File: src/rtl/sacg_pkg.sv
// Shared types, constants and the gamma table of the segmented average colour unit.
package sacg_pkg;

  localparam int CNT_W = 13;
  localparam int PIX_W = 8;
  localparam int Q_W = 8;
  localparam int LUM_W = 22;
  localparam int GAMMA_DEPTH = 511;
  localparam int GAMMA_IDX_W = 9;
  localparam int LUT_MATH_W = 128;

  localparam logic [LUM_W-1:0] LumWeightR = LUM_W'(2126);
  localparam logic [LUM_W-1:0] LumWeightG = LUM_W'(7152);
  localparam logic [LUM_W-1:0] LumWeightB = LUM_W'(722);

  typedef logic [1:0] chan_t;
  localparam chan_t ChRed = 2'd0;
  localparam chan_t ChGreen = 2'd1;
  localparam chan_t ChBlue = 2'd2;

  typedef struct packed {
    logic  accum;
    logic  div_start;
    logic  div_global;
    logic  store_seg;
    logic  lum_step;
    logic  store_glob;
    logic  load_out;
    logic  clear;
    chan_t chan;
  } sacg_cmd_t;

  typedef struct packed {
    logic last_pixel;
    logic seg_empty;
    logic div_done;
    logic out_free;
  } sacg_status_t;

  typedef logic [Q_W-1:0] gamma_lut_t [GAMMA_DEPTH];

  // Largest v with v^5 * 2^11 * 255^6 <= s^11, found by binary search per entry.
  function automatic gamma_lut_t build_gamma_lut();
    gamma_lut_t lut;
    logic [LUT_MATH_W-1:0] scale;
    logic [LUT_MATH_W-1:0] rhs;
    logic [LUT_MATH_W-1:0] lhs;
    int lo;
    int hi;
    int mid;
    int s;
    int i;
    scale = LUT_MATH_W'(2048);
    for (i = 0; i < 6; i++) scale = scale * LUT_MATH_W'(255);
    for (s = 0; s < GAMMA_DEPTH; s++) begin
      rhs = LUT_MATH_W'(s);
      for (i = 0; i < 10; i++) rhs = rhs * LUT_MATH_W'(s);
      lo = 0;
      hi = 255;
      while (lo < hi) begin
        mid = (lo + hi + 1) >> 1;
        lhs = LUT_MATH_W'(mid);
        for (i = 0; i < 4; i++) lhs = lhs * LUT_MATH_W'(mid);
        lhs = lhs * scale;
        if (lhs <= rhs) lo = mid;
        else hi = mid - 1;
      end
      lut[s] = Q_W'(lo);
    end
    return lut;
  endfunction

  localparam gamma_lut_t GammaLut = build_gamma_lut();

endpackage

File: src/rtl/segmented_average_color_gamma_unit.sv
// Segmented average colour unit with brightest-segment blend and gamma 2.2 output.
//
// Pixels stream in one per cycle while a frame accumulates: the unit keeps channel sums for
// the whole frame and for SEGMENT_COUNT segments of pixel_count / SEGMENT_COUNT pixels each,
// the last segment taking the remainder. On the last pixel of a frame the input stalls while
// the frame is reduced. Every segment average and the global average come from one shared
// divider, which builds the quotient bit by bit and finishes at once when it saturates at 255.
// The stall covers three divisions and one compare step per non-empty segment, a skip over
// each empty segment, three divisions for the global average and the hand-over of the result.
// The brightest segment by integer luminance 2126 R + 7152 G + 722 B (first one on ties,
// segment 0 when all are dark) is added to the global average and each channel goes through a
// 511-entry gamma table. One colour transaction leaves per frame through an output register, so
// the next frame starts while the result still waits; a second result stalls only if the first
// is still untaken. Empty segments (pixel_count below SEGMENT_COUNT) are skipped. Write
// pixel_count only between pixel transactions; a value of 0 acts as 1 and values above
// MAX_PIXELS are clamped.
module segmented_average_color_gamma_unit import sacg_pkg::*; #(
  parameter int MAX_PIXELS = 4096,
  parameter int SEGMENT_COUNT = 4
) (
  input  logic             clk_i,
  input  logic             rst_ni,
  // pixel_count register write
  input  logic             cfg_we_i,
  input  logic [CNT_W-1:0] cfg_data_i,
  // pixel transactions
  input  logic             s_axis_tvalid,
  output logic             s_axis_tready,
  input  logic [23:0]      s_axis_tdata,  // red [7:0], green [15:8], blue [23:16]
  // colour transactions
  output logic             m_axis_tvalid,
  input  logic             m_axis_tready,
  output logic [31:0]      m_axis_tdata   // red_out [7:0], green_out [15:8],
                                          // blue_out [23:16], brightest_segment [25:24]
);

  localparam int SEG_W = $clog2(SEGMENT_COUNT);

  sacg_cmd_t        cmd;
  sacg_status_t     status;
  logic [SEG_W-1:0] seg;
  logic [3*Q_W+1:0] out_data;

  sacg_ctrl #(
    .SEGMENT_COUNT(SEGMENT_COUNT)
  ) u_ctrl (
    .clk_i     (clk_i),
    .rst_ni    (rst_ni),
    .in_valid_i(s_axis_tvalid),
    .in_ready_o(s_axis_tready),
    .status_i  (status),
    .cmd_o     (cmd),
    .seg_o     (seg)
  );

  sacg_dp #(
    .MAX_PIXELS   (MAX_PIXELS),
    .SEGMENT_COUNT(SEGMENT_COUNT)
  ) u_dp (
    .clk_i      (clk_i),
    .rst_ni     (rst_ni),
    .cfg_we_i   (cfg_we_i),
    .cfg_data_i (cfg_data_i),
    .pixel_i    (s_axis_tdata),
    .cmd_i      (cmd),
    .seg_i      (seg),
    .status_o   (status),
    .out_valid_o(m_axis_tvalid),
    .out_ready_i(m_axis_tready),
    .out_data_o (out_data)
  );

  // Pad the colour transaction to whole bytes.
  assign m_axis_tdata = {6'd0, out_data};

endmodule

File: src/rtl/sacg_div.sv
// Iterative 8-bit quotient divider with saturation to 255.
module sacg_div import sacg_pkg::*; #(
  parameter int DIVIDEND_W = 20
) (
  input  logic                  clk_i,
  input  logic                  rst_ni,
  input  logic                  start_i,
  input  logic [DIVIDEND_W-1:0] dividend_i,
  input  logic [CNT_W-1:0]      divisor_i,
  output logic                  done_o,
  output logic [Q_W-1:0]        quot_o
);

  localparam int WIDE_A = DIVIDEND_W;
  localparam int WIDE_B = CNT_W + Q_W;
  localparam int RW = ((WIDE_A > WIDE_B) ? WIDE_A : WIDE_B) + 1;
  localparam int STEP_W = $clog2(Q_W);

  logic              busy_q;
  logic              done_q;
  logic [STEP_W-1:0] step_q;
  logic [RW-1:0]     rem_q;
  logic [RW-1:0]     dsh_q;
  logic [Q_W-1:0]    quot_q;

  logic [RW-1:0] dividend_ext;
  logic [RW-1:0] full_scale;
  logic          saturate;
  logic          fits;

  assign dividend_ext = RW'(dividend_i);
  assign full_scale = RW'(divisor_i) << Q_W;
  assign saturate = dividend_ext >= full_scale;
  assign fits = rem_q >= dsh_q;

  always_ff @(posedge clk_i or negedge rst_ni) begin
    if (!rst_ni) begin
      busy_q <= 1'b0;
      done_q <= 1'b0;
      step_q <= '0;
    end else begin
      done_q <= 1'b0;
      if (start_i) begin
        busy_q <= !saturate;
        done_q <= saturate;
        step_q <= STEP_W'(Q_W - 1);
      end else if (busy_q) begin
        if (step_q == '0) begin
          busy_q <= 1'b0;
          done_q <= 1'b1;
        end else begin
          step_q <= step_q - 1'b1;
        end
      end
    end
  end

  always_ff @(posedge clk_i) begin
    if (start_i) begin
      rem_q <= dividend_ext;
      dsh_q <= RW'(divisor_i) << (Q_W - 1);
      quot_q <= saturate ? '1 : '0;
    end else if (busy_q) begin
      if (fits) rem_q <= rem_q - dsh_q;
      dsh_q <= dsh_q >> 1;
      quot_q <= {quot_q[Q_W-2:0], fits};
    end
  end

  assign done_o = done_q;
  assign quot_o = quot_q;

endmodule

File: src/rtl/sacg_ctrl.sv
// Frame sequencer: accumulation, per-segment and global averaging, compare, gamma and output.
module sacg_ctrl import sacg_pkg::*; #(
  parameter int SEGMENT_COUNT = 4
) (
  input  logic                             clk_i,
  input  logic                             rst_ni,
  input  logic                             in_valid_i,
  output logic                             in_ready_o,
  input  sacg_status_t                     status_i,
  output sacg_cmd_t                        cmd_o,
  output logic [$clog2(SEGMENT_COUNT)-1:0] seg_o
);

  localparam int SEG_W = $clog2(SEGMENT_COUNT);
  localparam logic [SEG_W-1:0] SegLast = SEG_W'(SEGMENT_COUNT - 1);

  typedef enum logic [2:0] {
    ST_ACCUM,
    ST_SEG_START,
    ST_SEG_WAIT,
    ST_LUM,
    ST_GLB_START,
    ST_GLB_WAIT,
    ST_EMIT
  } state_e;

  state_e           state_q;
  logic [SEG_W-1:0] seg_q;
  chan_t            chan_q;
  logic             accept;

  assign in_ready_o = (state_q == ST_ACCUM);
  assign accept = in_valid_i && in_ready_o;

  always_ff @(posedge clk_i or negedge rst_ni) begin
    if (!rst_ni) begin
      state_q <= ST_ACCUM;
      seg_q <= '0;
      chan_q <= ChRed;
    end else begin
      case (state_q)
        ST_ACCUM: begin
          if (accept && status_i.last_pixel) begin
            state_q <= ST_SEG_START;
            seg_q <= '0;
            chan_q <= ChRed;
          end
        end
        ST_SEG_START: begin
          if (!status_i.seg_empty) begin
            state_q <= ST_SEG_WAIT;
          end else if (seg_q == SegLast) begin
            state_q <= ST_GLB_START;
            chan_q <= ChRed;
          end else begin
            seg_q <= seg_q + 1'b1;
          end
        end
        ST_SEG_WAIT: begin
          if (status_i.div_done) begin
            if (chan_q == ChBlue) begin
              state_q <= ST_LUM;
              chan_q <= ChRed;
            end else begin
              state_q <= ST_SEG_START;
              chan_q <= chan_q + 1'b1;
            end
          end
        end
        ST_LUM: begin
          if (seg_q == SegLast) begin
            state_q <= ST_GLB_START;
          end else begin
            state_q <= ST_SEG_START;
            seg_q <= seg_q + 1'b1;
          end
        end
        ST_GLB_START: begin
          state_q <= ST_GLB_WAIT;
        end
        ST_GLB_WAIT: begin
          if (status_i.div_done) begin
            if (chan_q == ChBlue) begin
              state_q <= ST_EMIT;
            end else begin
              state_q <= ST_GLB_START;
              chan_q <= chan_q + 1'b1;
            end
          end
        end
        ST_EMIT: begin
          if (status_i.out_free) state_q <= ST_ACCUM;
        end
        default: begin
          state_q <= ST_ACCUM;
        end
      endcase
    end
  end

  always_comb begin
    cmd_o = '0;
    cmd_o.chan = chan_q;
    cmd_o.accum = accept;
    case (state_q)
      ST_SEG_START: cmd_o.div_start = !status_i.seg_empty;
      ST_SEG_WAIT:  cmd_o.store_seg = status_i.div_done;
      ST_LUM:       cmd_o.lum_step = 1'b1;
      ST_GLB_START: begin
        cmd_o.div_start = 1'b1;
        cmd_o.div_global = 1'b1;
      end
      ST_GLB_WAIT:  cmd_o.store_glob = status_i.div_done;
      ST_EMIT: begin
        cmd_o.load_out = status_i.out_free;
        cmd_o.clear = status_i.out_free;
      end
      default: ;
    endcase
  end

  assign seg_o = seg_q;

endmodule

File: src/rtl/sacg_dp.sv
// Datapath: count register, channel sums, averaging, brightness compare, gamma lookup and output register.
module sacg_dp import sacg_pkg::*; #(
  parameter int MAX_PIXELS = 4096,
  parameter int SEGMENT_COUNT = 4
) (
  input  logic                             clk_i,
  input  logic                             rst_ni,
  input  logic                             cfg_we_i,
  input  logic [CNT_W-1:0]                 cfg_data_i,
  input  logic [3*PIX_W-1:0]               pixel_i,
  input  sacg_cmd_t                        cmd_i,
  input  logic [$clog2(SEGMENT_COUNT)-1:0] seg_i,
  output sacg_status_t                     status_o,
  output logic                             out_valid_o,
  input  logic                             out_ready_i,
  output logic [3*Q_W+1:0]                 out_data_o
);

  localparam int SEG_W = $clog2(SEGMENT_COUNT);
  localparam int IDX_W = $clog2(MAX_PIXELS);
  localparam int SUM_W = $clog2(MAX_PIXELS * 255 + 1);
  localparam int BND_W = CNT_W + $clog2(SEGMENT_COUNT + 1);
  localparam int CMP_W = ((BND_W > IDX_W) ? BND_W : IDX_W) + 1;
  localparam int RECIP_SHIFT = CNT_W + $clog2(SEGMENT_COUNT) + 1;
  localparam int RECIP_W = RECIP_SHIFT + 1;
  localparam int PROD_W = CNT_W + RECIP_W;
  localparam logic [RECIP_W-1:0] Recip = RECIP_W'((64'd1 << RECIP_SHIFT) / SEGMENT_COUNT + 1);
  localparam int RESET_COUNT = (4096 > MAX_PIXELS) ? MAX_PIXELS : 4096;
  localparam logic [CNT_W-1:0] ResetCount = CNT_W'(RESET_COUNT);
  localparam logic [CNT_W-1:0] ResetSegSize = CNT_W'(RESET_COUNT / SEGMENT_COUNT);
  localparam logic [SEG_W-1:0] SegLast = SEG_W'(SEGMENT_COUNT - 1);

  logic [CNT_W-1:0] count_q;
  logic [CNT_W-1:0] seg_size_q;
  logic [IDX_W-1:0] index_q;
  logic [2:0][SUM_W-1:0] glob_sum_q;
  logic [2:0][SUM_W-1:0] seg_sum_q [SEGMENT_COUNT];
  logic [2:0][Q_W-1:0] avg_q;
  logic [2:0][Q_W-1:0] best_avg_q;
  logic [2:0][Q_W-1:0] res_q;
  logic [LUM_W-1:0] best_lum_q;
  logic [SEG_W-1:0] best_q;
  logic             out_valid_q;
  logic [3*Q_W+1:0] out_data_q;

  // Clamp the written count and derive the segment size by reciprocal multiply.
  logic [31:0]       cfg_ext;
  logic [CNT_W-1:0]  cfg_eff;
  logic [PROD_W-1:0] cfg_prod;

  always_comb begin
    cfg_ext = 32'(cfg_data_i);
    if (cfg_ext == 32'd0) cfg_eff = CNT_W'(1);
    else if (cfg_ext > 32'(MAX_PIXELS)) cfg_eff = CNT_W'(MAX_PIXELS);
    else cfg_eff = cfg_data_i;
    cfg_prod = PROD_W'(cfg_eff) * PROD_W'(Recip);
  end

  always_ff @(posedge clk_i or negedge rst_ni) begin
    if (!rst_ni) begin
      count_q <= ResetCount;
      seg_size_q <= ResetSegSize;
    end else if (cfg_we_i) begin
      count_q <= cfg_eff;
      seg_size_q <= CNT_W'(cfg_prod >> RECIP_SHIFT);
    end
  end

  // Segment of the incoming pixel: the number of boundaries it has passed.
  logic [SEG_W-1:0] pix_seg;
  logic [BND_W-1:0] bound;
  logic             last_pixel;

  always_comb begin
    pix_seg = '0;
    bound = '0;
    for (int k = 1; k < SEGMENT_COUNT; k++) begin
      bound = BND_W'(seg_size_q) * BND_W'(k);
      if (CMP_W'(index_q) >= CMP_W'(bound)) pix_seg = pix_seg + 1'b1;
    end
  end

  assign last_pixel = (CMP_W'(index_q) + 1'b1) >= CMP_W'(count_q);

  logic [2:0][PIX_W-1:0] px;
  assign px = pixel_i;

  always_ff @(posedge clk_i or negedge rst_ni) begin
    if (!rst_ni) begin
      index_q <= '0;
      glob_sum_q <= '0;
      for (int k = 0; k < SEGMENT_COUNT; k++) seg_sum_q[k] <= '0;
    end else if (cmd_i.clear) begin
      glob_sum_q <= '0;
      for (int k = 0; k < SEGMENT_COUNT; k++) seg_sum_q[k] <= '0;
    end else if (cmd_i.accum) begin
      index_q <= last_pixel ? '0 : index_q + 1'b1;
      for (int c = 0; c < 3; c++) begin
        glob_sum_q[c] <= glob_sum_q[c] + SUM_W'(px[c]);
      end
      for (int k = 0; k < SEGMENT_COUNT; k++) begin
        if (pix_seg == SEG_W'(k)) begin
          for (int c = 0; c < 3; c++) begin
            seg_sum_q[k][c] <= seg_sum_q[k][c] + SUM_W'(px[c]);
          end
        end
      end
    end
  end

  // Pixel count of the selected segment; the last one takes the remainder.
  logic [BND_W-1:0] tail_cnt;
  logic [CNT_W-1:0] seg_cnt;
  logic [SUM_W-1:0] dividend;
  logic [CNT_W-1:0] divisor;
  logic             div_done;
  logic [Q_W-1:0]   quot;

  always_comb begin
    tail_cnt = BND_W'(count_q) - BND_W'(seg_size_q) * BND_W'(SEGMENT_COUNT - 1);
    seg_cnt = (seg_i == SegLast) ? CNT_W'(tail_cnt) : seg_size_q;
    dividend = cmd_i.div_global ? glob_sum_q[cmd_i.chan] : seg_sum_q[seg_i][cmd_i.chan];
    divisor = cmd_i.div_global ? count_q : seg_cnt;
  end

  sacg_div #(
    .DIVIDEND_W(SUM_W)
  ) u_div (
    .clk_i     (clk_i),
    .rst_ni    (rst_ni),
    .start_i   (cmd_i.div_start),
    .dividend_i(dividend),
    .divisor_i (divisor),
    .done_o    (div_done),
    .quot_o    (quot)
  );

  logic [LUM_W-1:0]       lum;
  logic [GAMMA_IDX_W-1:0] gamma_idx;

  assign lum = LUM_W'(avg_q[0]) * LumWeightR + LUM_W'(avg_q[1]) * LumWeightG
             + LUM_W'(avg_q[2]) * LumWeightB;
  assign gamma_idx = GAMMA_IDX_W'(quot) + GAMMA_IDX_W'(best_avg_q[cmd_i.chan]);

  always_ff @(posedge clk_i or negedge rst_ni) begin
    if (!rst_ni) begin
      best_lum_q <= '0;
      best_q <= '0;
      best_avg_q <= '0;
    end else if (cmd_i.clear) begin
      best_lum_q <= '0;
      best_q <= '0;
      best_avg_q <= '0;
    end else if (cmd_i.lum_step && (lum > best_lum_q)) begin
      best_lum_q <= lum;
      best_q <= seg_i;
      best_avg_q <= avg_q;
    end
  end

  always_ff @(posedge clk_i) begin
    if (cmd_i.store_seg) avg_q[cmd_i.chan] <= quot;
    if (cmd_i.store_glob) res_q[cmd_i.chan] <= GammaLut[gamma_idx];
    if (cmd_i.load_out) out_data_q <= {2'(best_q), res_q[2], res_q[1], res_q[0]};
  end

  always_ff @(posedge clk_i or negedge rst_ni) begin
    if (!rst_ni) out_valid_q <= 1'b0;
    else if (cmd_i.load_out) out_valid_q <= 1'b1;
    else if (out_ready_i) out_valid_q <= 1'b0;
  end

  assign status_o.last_pixel = last_pixel;
  assign status_o.seg_empty = (seg_cnt == '0);
  assign status_o.div_done = div_done;
  assign status_o.out_free = !out_valid_q || out_ready_i;

  assign out_valid_o = out_valid_q;
  assign out_data_o = out_data_q;

endmodule
File: config.mk
export PLATFORM = sky130hd
export DESIGN_NAME = segmented_average_color_gamma_unit
export DESIGN_NICKNAME = d
export VERILOG_FILES = /design/src/rtl/sacg_pkg.sv /design/src/rtl/segmented_average_color_gamma_unit.sv /design/src/rtl/sacg_div.sv /design/src/rtl/sacg_ctrl.sv /design/src/rtl/sacg_dp.sv
export SDC_FILE = /design/constraint.sdc
export NUM_CORES = 2
export LEC_CHECK = 0
export ABC_AREA = 1
export BUFFER_PORTS_ARGS = -buffer_cell sky130_fd_sc_hd__clkbuf_2
export CAP_MARGIN = 10
export CORE_ASPECT_RATIO = 1.2
export CORE_MARGIN = 2
export CORE_UTILIZATION = 48
export DETAILED_ROUTE_END_ITERATION = 10
export GPL_ROUTABILITY_DRIVEN = 1
export SETUP_SLACK_MARGIN = 0.15
export SYNTH_ARGS = -nofsm -noshare
export SYNTH_HDL_FRONTEND = slang
export SYNTH_SLANG_ARGS = --single-unit
export TNS_END_PERCENT = 1
File: constraint.sdc
create_clock -name clk_i -period 19.6 [get_ports clk_i]
set_input_delay 0.98 -clock clk_i [delete_from_list [all_inputs] [get_ports clk_i]]
set_output_delay 0.98 -clock clk_i [all_outputs]
set_load 0.1 [all_outputs]
## Word-level counts from Yosys, hierarchy flattened

Memories as Yosys holds them, arrays and structs flattened.
Cells that the tools add are included.

- Bits in registers: 522
- Bits in latches: 0
- Memory bits (writable): 0
- Memory bits (read-only): 4096
- Input bits: 42
- Output and inout bits: 34
- Logic and storage cells: 229
- Memories kept: 1

- $add $sub $neg: 27
- Multipliers: 5
- Divide/modulo/power cells: 0
- Magnitude comparators: 12
- Eq/ne operators: 20
- Shift operators: 0
- Mux-type cells: 84
- Bitwise operators: 3
- Reductions and logical operators: 35

Memories:

| memory | depth | bits a word | read ports | clocked after Yosys merged registers in | write ports | line | source |
|---|---|---|---|---|---|---|---|
| (name not given) | 512 | 8 | 1 | 0 | 0 | sacg_dp.sv:163 | `if (cmd_i.store_glob) res_q[cmd_i.chan] <= GammaLut[gamma_idx];` |

Operator list:

| operator | number |
|---|---|
| $mux W240 | 2 |
| $mux W60 | 8 |
| $add A20 B8 Y20 | 15 |
| $mux W20 | 8 |
| $bmux W60 S2 | 1 |
| $bmux W20 S2 | 2 |
| $mux W8 | 7 |
| $mux W13 | 4 |
| $bwmux W24 | 2 |
| $mux W24 | 2 |
| $mux W22 | 2 |
| $mul A8 B9 Y17 const B | 2 |
| $mux W2 | 16 |
| $mux W3 | 10 |
| $mul A13 B15 Y28 const B | 1 |
| $logic_not A13 Y1 | 2 |
| $add A20 B21 Y22 | 1 |
| $add A22 B18 Y22 | 1 |
| $ge A22 B20 Y1 | 1 |
| $gt A22 B22 Y1 | 1 |
| $sub A22 B20 Y22 | 1 |
| $ge A20 B21 Y1 | 1 |
| $pmux W3 S7 | 1 |
| $mul A8 B11 Y19 const B | 1 |
| 47 further kinds | 94 |

## Depth between registers and ports, before layout

- Depth in word-level cells: 10
- Gate-level depth with buffers: 38
- Gate-level depth less buffers: 37

## Cells and area by module

A second synthesis with hierarchy kept.

- Cells, all modules: 6391
- Area, all modules: 45270.9 um2

Modules (own cells, without submodules):

| module | times used | cells each | area an instance (um2) | sequential area each (um2) |
|---|---|---|---|---|
| sacg_dp | 1 | 5758 | 40557.6 | 11557.3 |
| sacg_div | 1 | 521 | 3963.8 | 1536.5 |
| sacg_ctrl | 1 | 105 | 700.7 | 175.2 |
| segmented_average_color_gamma_unit | 1 | 7 | 48.8 | 0.0 |

## Worst setup path after synthesis

Ideal clock, no wire load.

- Kind: register to register
- From: register u_dp.avg_q[13] (netlist bit)
- To: register u_dp.best_avg_q[0] (netlist bit)
- Library setup time: 138 ps
- Data arrival time: 6917 ps
- Required time: 19462 ps
- Path slack: 12545 ps
- Stages on the path, launching flop included: 33
- Path buffers: 1
- Period minus slack after synthesis: 7055 ps
- Cell sequence: edfxtp_1 fa_1 xor2_1 ha_1 fa_1 inv_1 fa_1 inv_1 ha_1 inv_1 nor3_1 nand2_1 o211ai_1 a21oi_1 o21bai_1 xnor2_1 fa_1 inv_1 ha_1 nand2_1 nor4_1 nand3_1 nand3_1 xor2_1 ha_1 nand4_1 nor2_1 nand2_1 o211ai_1 nand2_1 nand2_1 clkbuf_1 o22ai_1

- Longest elaborated chain between the ends: 6

Ends and longest elaborated chain:

| what | line | source |
|---|---|---|
| from (decl) | sacg_dp.sv:38 | `logic [2:0][Q_W-1:0] avg_q;` |
| from (signal, indexed assignment) | sacg_dp.sv:162 | `if (cmd_i.store_seg) avg_q[cmd_i.chan] <= quot;` |
| $mul A8 B9 Y17 | sacg_dp.sv:141 | `assign lum = LUM_W'(avg_q[0]) * LumWeightR + LUM_W'(avg_q[1]) * LumWeightG` |
| $add A20 B21 Y22 | sacg_dp.sv:141 |  |
| $add A22 B18 Y22 | sacg_dp.sv:142 | `+ LUM_W'(avg_q[2]) * LumWeightB;` |
| $gt A22 B22 Y1 | sacg_dp.sv:154 | `end else if (cmd_i.lum_step && (lum > best_lum_q)) begin` |
| $logic_and A1 B1 Y1 | sacg_dp.sv:154 |  |
| $reduce_bool A2 Y1 (no source line) | - |  |
| to (signal assigned) | sacg_dp.sv:157 | `best_avg_q <= avg_q;` |
| to (decl) | sacg_dp.sv:39 | `logic [2:0][Q_W-1:0] best_avg_q;` |

No other way between the ends.
A chain may end at the register's enable or synchronous reset.

## Final worst setup path

- From: register u_dp.avg_q[15] (netlist bit)
- To: register u_dp.best_avg_q[2] (netlist bit)

The elaborated chain is that of the path after synthesis.

==> metrics.md <==
| Metric | Value |
|---|---|
| Fmax achieved | `0.1251 GHz` |
| R2R depth | `32` |
| Crit path arrival time | `around 8.5 ns` |
| Initial cell density of the core | `48.42%` |
| Netlist Area Pre-Place | `0.04399 sq mm` |
| Fillcell total | `9,031` |
| Count leader, synth | `nand2_1` |
| Post-synth EDFFs | `about 120` |
| Final hold viol count | `0` |
| Synth area leader | `dfrtp_1` |
| Clock root cell | `clkbuf_16` |
| Clk pin slew, worst setup/hold paths | `0.06 ns` |
| Cell Pwr Density | `56.71 mW/mm^2` |
| Fraction of registers with async set/reset | `about three quarters` |
| Avg WL per Cell | `19.46 um` |
| Syn avg cell area | `7.375 sq um` |
| Number of routed nets with antenna violations | `0` |
| Cells after synthesis | `5,964` |
| Initial antenna violation count | `2` |
| Top_reg_cell synth | `dfrtp_1` |
| Die ar. | `approximately 0.094 sq mm` |
| Multi-input logic area | `0.02700 sq mm` |
| Final wirelength | `138.9 mm` |
| Routed via count | `40.64k` |
| Min Tclk post-route | `7.997 ns` |
| Total CTS buffers | `59` |
| Register bit total from synthesis | `about 510` |
| H-tree levels | `2` |
| Hold_ws | `0.3851 ns` |
| Post-cts sizing count | `0` |
| Post-synth top area share | `21.85%` |
| Unrepaired setup endpoints after global routing | `false` |
| Clock latency on the worst-skew pair | `0.66 ns` |
| R2r setup slk | `roughly 12 ns` |
| Area growth, synth to finish | `7.655%` |
| Number of synthesis warnings | `0` |
| Yosys cell types | `66` |
| CP Launch Point | `u_dp.avg_q[15]` |
| Die height | `335.6 um` |
| Most frequent cells after synthesis | `1,168 x nand2_1, 729 x inv_1, 590 x o21ai_0, 501 x nand3_1, 479 x nor2_1` |
| Setup TNS | `0 ns` |
| 1st-pass router iterations | `6` |
| CP max stage delay | `0.60 ns` |
| Width of the die | `280.3 um` |
| GPL Wtd Cong | `0.9273` |
| Rows | `121` |
| Vias per cell | `5.694` |
| Largest net degree at the start of global routing | `~140` |
| Max-slew headroom | `27.75%` |
| Layout cells sized above 1 | `4.440%` |
| Crit path to | `u_dp.best_avg_q[2]` |
| Setup repair bufs after CTS | `0` |
| Peak VDD IR | `0.06873 mV` |
| Endpoints failing setup | `0` |
| DRC | `0` |
| Vias in the first global route | `slightly below 40k` |
| CTS Hold Bufs | `0` |
| Crit start category | `flip-flop` |
| First-pass GRT wire length | `roughly 220 mm` |
| Hold WC Path Type | `input port to asynchronous set/reset pin` |
| Sequential fraction of the synthesis area | `30.17%` |
| Port bufs | `just under 70` |
| DP Wirelength | `approximately 100 mm` |
| Max_cap viols | `0` |
| IO Pins | `76` |
| Sequential cell area | `0.01328 sq mm` |
| Total GRT Usage | `29.27%` |
| Final net count | `between 6k and 7k` |
| GR Overflow Total | `0` |
| CP max stage cell | `fa_1` |
| CTS tree | `built` |
| Core ar. | `0.09084 sq mm` |
| Final Slew Violations | `0` |
| Iteration-0 DRC Markers | `3,120` |
| Worst setup EP type | `flip-flop` |
| Status | `finished clean` |
| Clock sink total | `just over 500` |
| Clk_skew | `0.02799 ns` |
| Max FO, Critical Path | `34` |
| Worst EP required | `20.10 ns` |
| Lkg Pwr | `roughly 23 nW` |
| CP Class | `flip-flop to flip-flop` |
| Fin crit share | `approximately two fifths` |
| R2R Path End | `u_dp.best_avg_q[2]` |
| Top cells by area, synth | `dfrtp_1 22%, ha_1 12%, nand2_1 10%` |
| Clock Tree Buf Depth | `3` |
| Critical R2R Launch | `u_dp.avg_q[15]` |
| Slew @ Worst Pin | `1.081 ns` |
## sequential cells by signal, indices dropped and copies added, names as in the netlist
signal / flops
u_dp.seg_sum_q: 240
u_dp.glob_sum_q: 60
u_dp.out_data_o: 26
u_dp.avg_q: 24
u_dp.best_avg_q: 24
u_dp.res_q: 24
u_dp.u_div.rem_q: 22
u_dp.best_lum_q: 21
u_dp.u_div.dsh_q: 20
u_dp.count_q: 12
u_dp.index_q: 12
u_dp.u_div.quot_o: 8
u_ctrl.state_q: 3
u_dp.u_div.step_q: 3
u_ctrl.chan_q: 2
u_ctrl.seg_o: 2
u_dp.best_q: 2
u_dp.out_valid_o: 1
u_dp.seg_size_q: 1
u_dp.u_div.busy_q: 1
u_dp.u_div.done_o: 1
## worst min-delay path by stage
stage / start / to / slack (ns) / cells past startpoint
floorplan: u_dp.res_q[0] / u_dp.out_data_o[0] / 0.40 / 0
finish: rst_ni / u_dp.best_lum_q[2] / 0.39 / 1
CTS: rst_ni / u_dp.best_lum_q[2] / 0.42 / 1
detailed placement: u_dp.res_q[15] / u_dp.out_data_o[15] / 0.40 / 0
global route: rst_ni / u_dp.best_lum_q[2] / 0.43 / 1
global placement: u_dp.res_q[21] / u_dp.out_data_o[21] / 0.40 / 0
## critical path: cells and delay by family, from the launching register on
| kind | cells | cell delay, ns |
|---|---|---|
| DFF | 1 | 0.52 |
| xor gates and xnor gates | 3 | 0.54 |
| AOI/OAI and AO/OA | 5 | 0.63 |
| and+or+nand+nor | 10 | 1.77 |
| buffers and inverters | 6 | 0.90 |
| adders and majority gates | 8 | 3.48 |
## layout by cell type, fill, tap and decap left out, types with 28 or more instances in the layout
master and instances:
o211ai_1 36, o21ai_0 590, nand3_1 498, nor4_1 36
nand2_1 1164, clkbuf_16 61, nor2_1 477, o22ai_1 61
dfrtp_1 381, edfxtp_1 115, xnor2_1 103, nand4_1 85
a31oi_1 36, xor2_1 214, ha_1 423, fa_1 80
nor3_1 107, o21ai_1 28, a21oi_1 356, inv_1 728
buf_4 37, clkbuf_2 68
## cells by family (layout without fill, tap and decap cells)
kind of cell	Yosys count	after routing	share of synthesized area (%)
and+or+nand+nor	2418	2418	23.40
AOI/OAI and AO/OA	1255	1255	15.86
buffers and inverters	961	960	8.582
DFF	509	509	30.17
adders and majority gates	503	503	15.67
xor gates and xnor gates	317	317	6.312
other	1	7	0.008525
## power by group
part	internal, W	switching (W)	leakage [nW]
clock	0.000741	0.000501	1.05
combinational	0.000104	0.000216	16.1
sequential	0.00110	0.0000222	5.55
## cell type report
class	count	share of cell area [%]
Sequential cell	509	28.03
Multi-Input combinational cell	4499	57.01
Timing Repair Buffer	108	1.422
Clock inverter	32	0.9776
Clock buffer	79	3.578
Tap cell	1168	3.086
Antenna cell	1	0.005284
Inverter	741	5.887
## per-stage QoR
step	power, W	instance area [sq um]	utilization [%]	instances	setup WS, ns
floorplan	0.001359	44010	-	5969	12.55
global placement	0.001456	45190	49.75	7025	11.71
detailed placement	0.001459	45190	49.75	7025	11.64
CTS	0.002709	47350	52.13	7136	11.63
global route	0.002791	47350	52.13	7136	10.92
finish	0.002686	47350	52.13	7137	11.60
## per-layer routing
metal,vias to the layer above,GRT usage (%),part of all wire (%)
met2,1077,50.90,49
met3,254,2.804,4.6
li1,20000,-,-
met4,0,10.02,3.7
met1,19310,37.91,43
met5,-,0,0
Note: power is estimated with default switching activity, not from simulation.
